`src/sv/lpi_pkg.sv`:
```
// ----------------------------------------------------------------------------
// lpi_pkg
// Widths, payload types and helpers for the line/plane intersection pipeline.
// ----------------------------------------------------------------------------
`default_nettype none

package lpi_pkg;

   localparam int COORD_WIDTH = 32;
   localparam int FRAC_W      = 16;
   localparam int TOL_W       = 31;

   // squared lengths and square root
   localparam int SQ_W       = 2 * COORD_WIDTH;
   localparam int ROOT_W     = COORD_WIDTH;
   localparam int SQRT_STEPS = ROOT_W;
   localparam int SQ_REM_W   = ROOT_W + 2;

   // normal scaling: |u| <= 1.0 in Q2.16
   localparam int UNIT_W     = FRAC_W + 2;
   localparam int NDIV_STEPS = UNIT_W - 1;
   localparam int NDIV_W     = COORD_WIDTH + FRAC_W;

   // dot products
   localparam int DIFF_W = COORD_WIDTH + 1;
   localparam int DPD_W  = UNIT_W + COORD_WIDTH;
   localparam int DPN_W  = UNIT_W + DIFF_W;
   localparam int DEN_W  = DPD_W + 2;
   localparam int NUM_W  = DPN_W + 2;
   localparam int DENQ_W = DEN_W - FRAC_W;
   localparam int NUMQ_W = NUM_W - FRAC_W;

   // line parameter division
   localparam int TDIV_STEPS = COORD_WIDTH;
   localparam int TDIV_W     = DENQ_W + COORD_WIDTH;

   // point
   localparam int PROD_W = 2 * COORD_WIDTH;
   localparam int PQ_W   = PROD_W - FRAC_W;
   localparam int PT_W   = PQ_W + 1;

   localparam int BUF_DEPTH = 2;
   localparam int BUF_CNT_W = $clog2(BUF_DEPTH + 1);

   typedef logic signed [COORD_WIDTH-1:0] coord_type;
   typedef logic signed [UNIT_W-1:0]      unit_type;

   localparam coord_type COORD_MAX = {1'b0, {(COORD_WIDTH-1){1'b1}}};
   localparam coord_type COORD_MIN = {1'b1, {(COORD_WIDTH-1){1'b0}}};

   typedef struct packed {
      coord_type x;
      coord_type y;
      coord_type z;
   } vec3_type;

   typedef struct packed {
      unit_type x;
      unit_type y;
      unit_type z;
   } unit3_type;

   typedef struct packed {
      vec3_type o;
      vec3_type d;
      vec3_type p;
      vec3_type n;
      logic     ok;
   } geom_type;

   // what rides along the back half of the pipeline
   typedef struct packed {
      vec3_type o;
      vec3_type d;
      logic     ok;
      logic     par;
      logic     on;
      logic     neg;
   } track_type;

   typedef struct packed {
      logic      intersects;
      logic      is_parallel;
      logic      lies_on_plane;
      coord_type line_parameter;
      coord_type point_x;
      coord_type point_y;
      coord_type point_z;
   } res_type;

   // clamp a wide signed value to the coordinate range
   function automatic coord_type sat_pt(input logic signed [PT_W-1:0] v);
      logic hi_same;
      hi_same = (v[PT_W-1:COORD_WIDTH-1] == {(PT_W-COORD_WIDTH+1){v[PT_W-1]}});
      if (hi_same) begin
         return coord_type'(v[COORD_WIDTH-1:0]);
      end else if (v[PT_W-1]) begin
         return COORD_MIN;
      end else begin
         return COORD_MAX;
      end
   endfunction

endpackage

`default_nettype wire

```
`src/sv/lpi_out_buf.sv`:
```
// ----------------------------------------------------------------------------
// lpi_out_buf
// Two-entry result buffer; holds the pipeline once both entries are full.
// ----------------------------------------------------------------------------
`default_nettype none

module lpi_out_buf (
   input  logic                clock,
   input  logic                reset,
   input  logic                push,
   input  lpi_pkg::res_type    push_res,
   output logic                room,
   output logic                out_valid,
   input  logic                out_ready,
   output lpi_pkg::res_type    out_res
);
   localparam int CNT_W = lpi_pkg::BUF_CNT_W;

   lpi_pkg::res_type   mem_ff [lpi_pkg::BUF_DEPTH];
   logic [CNT_W-1:0]   cnt_ff;
   logic [CNT_W-1:0]   cnt_in;
   logic               wr_ff;
   logic               rd_ff;
   logic               pop;

   assign out_valid = (cnt_ff != '0);
   assign room      = (cnt_ff != CNT_W'(lpi_pkg::BUF_DEPTH));
   assign pop       = out_valid && out_ready;
   assign out_res   = mem_ff[rd_ff];

   always_comb begin
      case ({push, pop})
         2'b10:   cnt_in = cnt_ff + CNT_W'(1);
         2'b01:   cnt_in = cnt_ff - CNT_W'(1);
         default: cnt_in = cnt_ff;
      endcase
   end

   always_ff @(posedge clock) begin
      if (reset) begin
         cnt_ff <= '0;
         wr_ff  <= 1'b0;
         rd_ff  <= 1'b0;
      end else begin
         cnt_ff <= cnt_in;
         if (push) begin
            wr_ff <= ~wr_ff;
         end
         if (pop) begin
            rd_ff <= ~rd_ff;
         end
      end
   end

   always_ff @(posedge clock) begin
      if (push) begin
         mem_ff[wr_ff] <= push_res;
      end
   end

endmodule

`default_nettype wire

```
`config.mk`:
```
export PLATFORM = sky130hd
export DESIGN_NAME = lpi_out_buf
export DESIGN_NICKNAME = d
export VERILOG_FILES = /design/src/sv/lpi_pkg.sv /design/src/sv/lpi_out_buf.sv
export SDC_FILE = /design/constraint.sdc
export NUM_CORES = 1
export LEC_CHECK = 0
export BUFFER_PORTS_ARGS = -buffer_cell sky130_fd_sc_hd__buf_4
export CORE_ASPECT_RATIO = 1.2
export CORE_MARGIN = 10
export CORE_UTILIZATION = 35
export CTS_CLUSTER_DIAMETER = 40
export DETAILED_ROUTE_END_ITERATION = 10
export GPL_TIMING_DRIVEN = 0
export SLEW_MARGIN = 25
export SYNTH_ARGS = -nofsm -noshare
export SYNTH_HDL_FRONTEND = slang
export SYNTH_SLANG_ARGS = --single-unit
```
`constraint.sdc`:
```
create_clock -name clock -period 7.54 [get_ports clock]
set_clock_uncertainty 0.05 [all_clocks]
set_input_delay 1.131 -clock clock [delete_from_list [all_inputs] [get_ports clock]]
set_output_delay 1.131 -clock clock [all_outputs]
set_load 0.02 [all_outputs]
```
==> out/metrics.cfg, run 1 <==
[timing]
slew_headroom=0.5761
setup_viol=0
worst_pin_slew_ns=0.6359
period_minus_slack_ns=3.077
hold_violations=0
fin_crit_sh=0.4081
timing.final.ws_setup_ns=4.463
max_freq_mhz=325.0
finalMaxSlewViolations=0
rsz0062_at_grt=no

[clock_network]
clkTransAtPathRegs_ns=0.06
cts_setup_buffers=0
cts-root-buf=clkbuf_16
cts-resized-gates=0
numCtsBuffers=34
cts_tree=built
cts_htree_levels=2
worstSkewPairLatency_ns=0.49
holdBufCountCts=0
clock_path_buffers=3
clkSinkCount=267

[global_route]
grtUsageTotal=0.1191
grt_start_max_net_pins=51
overflow=0
grt_pass1_vias=5726
antenna_found_initial=1
grt_pass1_wl_um=32260

[die]
io-pin-count=268
num_rows=66
die-area_mm2=0.03478
die_x_um=171.9
core_mm2=0.02725
start_util=0.3557
die-height_um=202.3

[pwr]
p_sw_frac=0.2698
clkPwrFrac=0.359
power_frac_seq=0.400
power_density_mw_per_mm2=327.3
p_sw_mw=1.189
power.total_mw=4.406
p_int_mw=3.217
ir_drop_mv=0.2075
p_comb_frac=0.241
p_leak_nw=5.082

[drt]
dr.pass1.iters=4
vias=5053
final_antenna_net_count=0
via_per_inst=4.565
wirelength_um=21520
drtIter0Drc=188
post-route-drc-count=0
wl_per_cell_um=19.44

[placement]
placedInstanceArea_mm2=0.01232
numPortBuffers=267
dp_hpwl_um=15940
place.gp.congestion=0.7131
pre_cts_ws_ns=4.786
dpl.cell_count=1046

[worst_hold_path]
min_path_cells=2
hp-class=flip-flop to flip-flop

[synth]
synth_warnings=0
synthCells=431
synth-seq-cells=267
syn-cell-area_mm2=0.009694
synth_cell_types=17
ys_seq_area_frac=0.8219
syn-num-nets=567
syn_area_per_cell_um2=22.49

[status]
status=complete, no violations

[final_layout]
drive_gt1_frac=0.4517
syn_to_final_growth_pct=38.86
fin_nets=878
fin_area_mm2=0.01346
final_cell_mix=buf_4 (267), edfxtp_1 (262), mux2_1 (131)
finish.utilization=0.4940
finalNonFillerCells=1107
fill_cells=2284
layout_commonest_cell=buf_4

[worst_setup_path]
crit_arrival_ns=1.90
crit_type=flip-flop to output port
start_kind=flip-flop
required_ns=6.36
end_kind=output port
r2r_cells=4
worst-path-max-fanout=10

[run]
drv_cap=0

[worst paths after layout]
check / start / to / slack [ns]
setup reg to reg: wr_ff / mem_ff[0][83] / 5.74
hold / removal: cnt_ff[1] / cnt_ff[1] / 0.47
hold reg to reg: cnt_ff[1] / cnt_ff[1] / 0.47
setup / recovery: flip-flop / out_res[45] / 4.46
[per-stage QoR]
step	setup TNS, ns	hold WS (ns)
after floorplan	0	0.4236
after global placement	-342.26	0.4525
after detailed placement	0	0.4588
after CTS	0	0.4727
after global routing	0	0.5203
final	0	0.4742
[sequential cells by signal, summed over array words and instances (netlist names), named ones only]
name / flops
cnt_ff: 2
mem_ff: 262
rd_ff: 1
wr_ff: 1
[cells in the mapped netlist]
library cell | count | share of area
nand2b_1 | 1 | 0.00065
a21oi_1 | 1 | 0.00052
ha_1 | 1 | 0.0013
or2_1 | 1 | 0.00065
and2_1 | 1 | 0.00065
edfxtp_1 | 262 | 0.81
xnor2_1 | 3 | 0.0027
buf_2 | 5 | 0.0026
nor2_1 | 5 | 0.0019
or3_1 | 1 | 0.00065
dfxtp_1 | 5 | 0.010
mux2_1 | 131 | 0.15
o21ai_0 | 1 | 0.00052
xor2_1 | 1 | 0.00090
inv_1 | 1 | 0.00039
o21a_2 | 1 | 0.00090
buf_6 | 10 | 0.012
[logic make-up after synthesis]
logic type               after synthesis  synth area share
XOR/XNOR                               4          0.003614
multiplexers                         131            0.1522
flip-flops                           267            0.8219
buffers and inverters                 16           0.01458
AO/OA/AOI/OAI                          3          0.001935
AND/OR/NAND/NOR                        9          0.004519
adder cells (fa/ha/maj)                1          0.001290
[critical path, stage by stage, from the launching register on]
cell,delay [ns]
dfxtp_1,0.30
buf_2,0.16
buf_6,0.22
buf_6,0.19
mux2_1,0.35
buf_4,0.17
[power groups by stage]
| stage | Sequential [mW] | Clock (mW) | Combinational, mW |
|---|---|---|---|
| 3_5_place_dp | 1.79 | 0 | 1.08 |
| 3_3_place_gp | 1.81 | 0 | 1.05 |
| 4_1_cts | 1.76 | 1.63 | 1.09 |
| 5_1_grt | 1.77 | 1.69 | 1.14 |
| 2_1_floorplan | 1.80 | 0 | 0.610 |
| 6_report | 1.76 | 1.58 | 1.06 |
[routing by layer]
layer  routed length, µm  share of wire  track usage  up-vias
li1                    -              -            -     2340
met4                 445          0.021      0.03423        0
met1                7461           0.35       0.1175     2493
met3                2229           0.10      0.05537       33
met5                   0              0            0        -
met2               11390           0.53       0.2156      187
[cell type report]
class	count	area (µm²)	area share
plain buffers	15	137.6	0.01022
multi-input cells	148	1595	0.1185
well taps	340	425.4	0.03160
clock buffers	39	933.4	0.06934
flip-flops and latches	267	7968	0.5919
clock inverters	21	206.4	0.01534
repair buffers	275	2190	0.1627
inverters	1	3.754	0.0002788
diodes	1	2.502	0.0001859
Note: power is estimated with default switching activity, not from simulation.
==> run 2, diff against run 1 <==
==> constraint.sdc (replaced) <==
create_clock -name clock -period 2.67 [get_ports clock]
set_clock_uncertainty 0.05 [all_clocks]
set_input_delay 0.4005 -clock clock [delete_from_list [all_inputs] [get_ports clock]]
set_output_delay 0.4005 -clock clock [all_outputs]
set_load 0.02 [all_outputs]
==> run 2 against run 1 <==
Compared with the run above:
- total power increased to 2.8 times the previous value
- sequential share of layout area fell by 0.21 points
- clock power grew to 2.9 times the previous value
- utilization rose by 0.17 points
- die area did not move
- cell count is 0.18% higher
- routed wire length increased by 1.9%
- via count up 0.46%
- critical path type unchanged
- critical endpoint is now out_res[47]
- largest power group unchanged
==> out/metrics.cfg, run 2 (synthesized netlist as in run 1, its figures left out) <==
[clock_network]
cts_tree=built
numCtsBuffers=35
clkSinkCount=267
cts-resized-gates=0
cts-root-buf=clkbuf_16
holdBufCountCts=0
cts_setup_buffers=0
clock_path_buffers=3
worstSkewPairLatency_ns=0.49
cts_htree_levels=2
clkTransAtPathRegs_ns=0.06

[drt]
via_per_inst=4.577
vias=5076
wirelength_um=21930
post-route-drc-count=0
final_antenna_net_count=0
drtIter0Drc=168
dr.pass1.iters=4
wl_per_cell_um=19.77

[global_route]
grt_start_max_net_pins=53
met2_usage=0.2120
grt_pass1_vias=5765
grtUsageTotal=0.1205
busiest_layer=met2
antenna_found_initial=0
use_met3=0.05732
overflow=0
use_met1=0.1221
grt_pass1_wl_um=32490

[timing]
slew_headroom=0.5444
hold_violations=0
max_freq_mhz=430.8
setup_viol=0
finalMaxSlewViolations=0
rsz0062_at_grt=no
worst_pin_slew_ns=0.6833
period_minus_slack_ns=2.321
fin_crit_sh=0.8693

[pwr]
power_density_mw_per_mm2=926.3
p_int_mw=9.036
ir_drop_mv=0.5437
power.total_mw=12.51
p_leak_nw=5.077
power_frac_seq=0.398
p_sw_mw=3.477
p_sw_frac=0.2779
clkPwrFrac=0.361
p_comb_frac=0.241

[final_layout]
fin_area_mm2=0.01351
drive_gt1_frac=0.4577
syn_to_final_growth_pct=39.35
top_register=mem_ff
layout_commonest_cell=buf_4
largest_reg_flops=262
fill_cells=2267
final_cell_mix=buf_4 (267), edfxtp_1 (262), mux2_1 (131)
finish.utilization=0.4957
antenna_cells=0
top_regs=mem_ff: 262 flops, cnt_ff: 2 flops
fin_nets=879

[placement]
numPortBuffers=267
dp_hpwl_um=15660
place.gp.congestion=0.7413
placedInstanceArea_mm2=0.01235

[worst_setup_path]
start_kind=flip-flop
required_ns=2.22
crit_arrival_ns=1.87
end_kind=output port
cpMostUsedCell=buf_6
max_stage_delay_ns=0.35
crit_type=flip-flop to output port
critical_path.slowest_cell=mux2_1
worst-path-max-fanout=10
path_cells=buf_2 -> buf_6 -> buf_6 -> mux2_1 -> buf_4

[die]
num_rows=66
io-pin-count=268
die-height_um=202.3
die_x_um=171.9
start_util=0.3557
die-area_mm2=0.03478
core_mm2=0.02725

[status]
status=complete, no violations

[run]
drv_cap=0

[worst_hold_path]
hp-class=input port to flip-flop

==> run 2: cell count changes in the layout (fill, tap and decap cells not counted), moves of 2 or more <==
| cell | delta |
|---|---|
| buf_16 | +2 |
| clkinv_1 | -3 |
| clkinv_2 | -2 |
| clkinv_4 | +2 |
| clkinvlp_4 | +6 |
==> run 2: worst paths after layout <==
path	slack [ns]	cells past startpoint	startpoint	to
min reg2reg	0.47	2	rd_ff	rd_ff
max reg2reg	0.67	5	wr_ff	mem_ff[0][72]
min	0.04	1	push_res[33]	mem_ff[1][33]
max	0.35	5	flip-flop	out_res[47]
==> run 2: metrics by stage <==
step           worst slack [ns]  instances  setup TNS, ns  hold slack (ns)
2_1_floorplan           -0.1490        431         -19.52           0.4196
3_3_place_gp             -1.241       1038        -262.02           0.4629
3_5_place_dp             0.3754       1046              0           0.4649
4_1_cts                  0.2900       1109              0          0.01617
5_1_grt                  0.2511       1109              0          0.02017
6_report                 0.3488       1109              0          0.04166
==> run 2: final cells by class <==
class	count	area [µm²]	share of cell area
inverters	1	16.27	0.001204
repair buffers	275	2210	0.1636
clock buffers	40	937.1	0.06937
flip-flops and latches	267	7968	0.5898
plain buffers	15	137.6	0.01019
well taps	340	425.4	0.03149
clock inverters	23	220.2	0.01630
multi-input cells	148	1595	0.1181
==> run 2: worst max-delay path, delay by kind of cell, from the launching register on <==
kind                   cells  cell delay (ns)
flip-flops                 1             0.30
multiplexers               1             0.35
buffers and inverters      4             0.73
==> run 2: metal layers <==
layer  vias to the layer above  share of wire
met2                       196           0.52
li1                       2343              -
met3                        37           0.11
met1                      2500           0.35
met5                         -              0
met4                         0          0.023
==> run 2: power groups by stage <==
stage	logic, mW	registers (mW)	clock network (mW)
5_1_grt	3.22	5.00	4.80
3_5_place_dp	3.07	5.07	0
3_3_place_gp	2.98	5.07	0
6_report	3.02	4.98	4.52
2_1_floorplan	1.73	5.06	0
4_1_cts	3.09	4.98	4.64
==> run 3, diff against run 2 <==
--- a/config.mk
+++ b/config.mk
@@ -8,10 +8,11 @@
 export BUFFER_PORTS_ARGS = -buffer_cell sky130_fd_sc_hd__buf_4
 export CORE_ASPECT_RATIO = 1.2
 export CORE_MARGIN = 10
-export CORE_UTILIZATION = 35
+export CORE_UTILIZATION = 47
 export CTS_CLUSTER_DIAMETER = 40
 export DETAILED_ROUTE_END_ITERATION = 10
 export GPL_TIMING_DRIVEN = 0
+export PLACE_DENSITY = 0.76
 export SLEW_MARGIN = 25
 export SYNTH_ARGS = -nofsm -noshare
 export SYNTH_HDL_FRONTEND = slang
==> run 3 against run 2 <==
Compared with the run above:
- register-to-register slack hardly changed
- critical path depth unchanged
- clock power is 17% lower
- via count rose by 12%
- die area fell by 23%
==> out/metrics.cfg, run 3 (synthesized netlist as in run 1, its figures left out) <==
[timing]
period_minus_slack_ns=2.374
slew_headroom=0.5269
hold_violations=0
finalMaxSlewViolations=0
max_freq_mhz=421.2
worst_pin_slew_ns=0.7097
rsz0062_at_grt=no
fin_crit_sh=0.8892
setup_viol=0
timing.final.ws_setup_ns=0.2958

[clock_network]
clkSinkCount=267
cts_htree_levels=1
clock_path_buffers=3
clkTransAtPathRegs_ns=0.05
cts_setup_buffers=0
cts-root-buf=clkbuf_16
worstSkewPairLatency_ns=0.52
numCtsBuffers=30
cts_tree=built

[global_route]
grt_pass1_vias=6385
grtUsageTotal=0.1738
grt_pass1_wl_um=36090
overflow=0
antenna_found_initial=0
grt_start_max_net_pins=49

[pwr]
power_density_mw_per_mm2=825.8
power.total_mw=11.97
ir_drop_mv=0.6081
p_leak_nw=5.525

[worst_hold_path]
worstHoldStart=push
holdPathEnd=wr_ff
hp-class=input port to flip-flop
min_path_cells=3

[die]
core_mm2=0.02025
num_rows=57
die_x_um=151.1
start_util=0.4786
io-pin-count=268
die-height_um=177.3
die-area_mm2=0.02679

[placement]
numPortBuffers=267
place.gp.congestion=0.7444
placedInstanceArea_mm2=0.01225
dp_hpwl_um=15460
pre_cts_ws_ns=0.4120

[drt]
wl_per_cell_um=20.74
via_per_inst=4.917
vias=5694
wirelength_um=24020
post-route-drc-count=0
final_antenna_net_count=0
drtIter0Drc=200
dr.pass1.iters=4

[final_layout]
fin_area_mm2=0.01450
largest_reg_flops=262
top_regs=mem_ff: 262 flops, cnt_ff: 2 flops
drive_gt1_frac=0.3785
finish.utilization=0.7158
layout_commonest_cell=buf_4
top_register=mem_ff
fin_nets=1006
final_cell_mix=buf_4 (267), edfxtp_1 (262), dlygate4sd3_1 (132)
antenna_cells=0
syn_to_final_growth_pct=49.55

[worst_setup_path]
crit_type=flip-flop to output port
required_ns=2.22
start_kind=flip-flop
r2r-end=mem_ff[0][38]
r2r_cells=5
end_kind=output port
crit_arrival_ns=1.92
ff2ff_setup_slack_ns=0.68
worst-path-max-fanout=10
reg2reg_from=wr_ff

[status]
status=complete, no violations

[run]
drv_cap=0

## run 3: changes by cell type in the layout (fill, tap and decap cells not counted), sizes merged
cell,delta
bufinv,-1
clkbuf,-3
clkinv,+3
clkinvlp,-3
dlygate4sd3,+132
inv,-4
## run 3: worst max path at each step
stage / startpoint / end / slack [ns]
3_3_place_gp: push / mem_ff[0][127] / -1.22
2_1_floorplan: push / mem_ff[0][0] / -0.15
3_5_place_dp: push / mem_ff[0][127] / 0.41
4_1_cts: flip-flop / out_res[100] / 0.27
5_1_grt: flip-flop / out_res[47] / 0.20
6_report: flip-flop / out_res[47] / 0.30
## run 3: per-stage QoR
stage               setup TNS (ns)  instances  hold slack, ns
floorplan                   -19.52        431          0.4196
global placement           -254.04        963          0.4457
detailed placement               0        971          0.4612
CTS                              0       1158          0.1202
global route                     0       1158          0.1442
finish                           0       1158          0.1484
## run 3: final cells by class
class,instances,area [µm²]
repair buffers,407,3523
plain buffers,15,137.6
well taps,265,331.6
multi-input cells,148,1595
clock inverters,18,127.6
flip-flops and latches,267,7968
fillers,1205,5757
inverters,1,16.27
clock buffers,37,798.3
## run 3: where the power goes
part | internal [mW] | leakage [nW] | total, mW | switching (mW)
Combinational | 1.49 | 2.58 | 3.22 | 1.73
Sequential | 4.91 | 2.50 | 4.99 | 0.0768
Clock | 2.22 | 0.450 | 3.77 | 1.55
## run 3: timing repair
action | 4_1_cts | 5_1_grt
endpoints found under the hold margin | 266 | 0
gates resized for setup | 0 | 0
hold buffers | 132 | 0
## run 3: routing by layer
| metal | vias up | track usage | part of all wire |
|---|---|---|---|
| li1 | 2589 | - | - |
| met1 | 2818 | 0.1856 | 0.35 |
| met2 | 238 | 0.3176 | 0.54 |
| met3 | 49 | 0.05452 | 0.081 |
| met4 | 0 | 0.05422 | 0.027 |
| met5 | - | 0 | 0 |
## run 3: worst max-delay path, stage by stage, from the launching register on
cell	delay [ns]
dfxtp_1	0.30
buf_2	0.14
buf_6	0.21
buf_6	0.18
mux2_1	0.37
buf_4	0.17
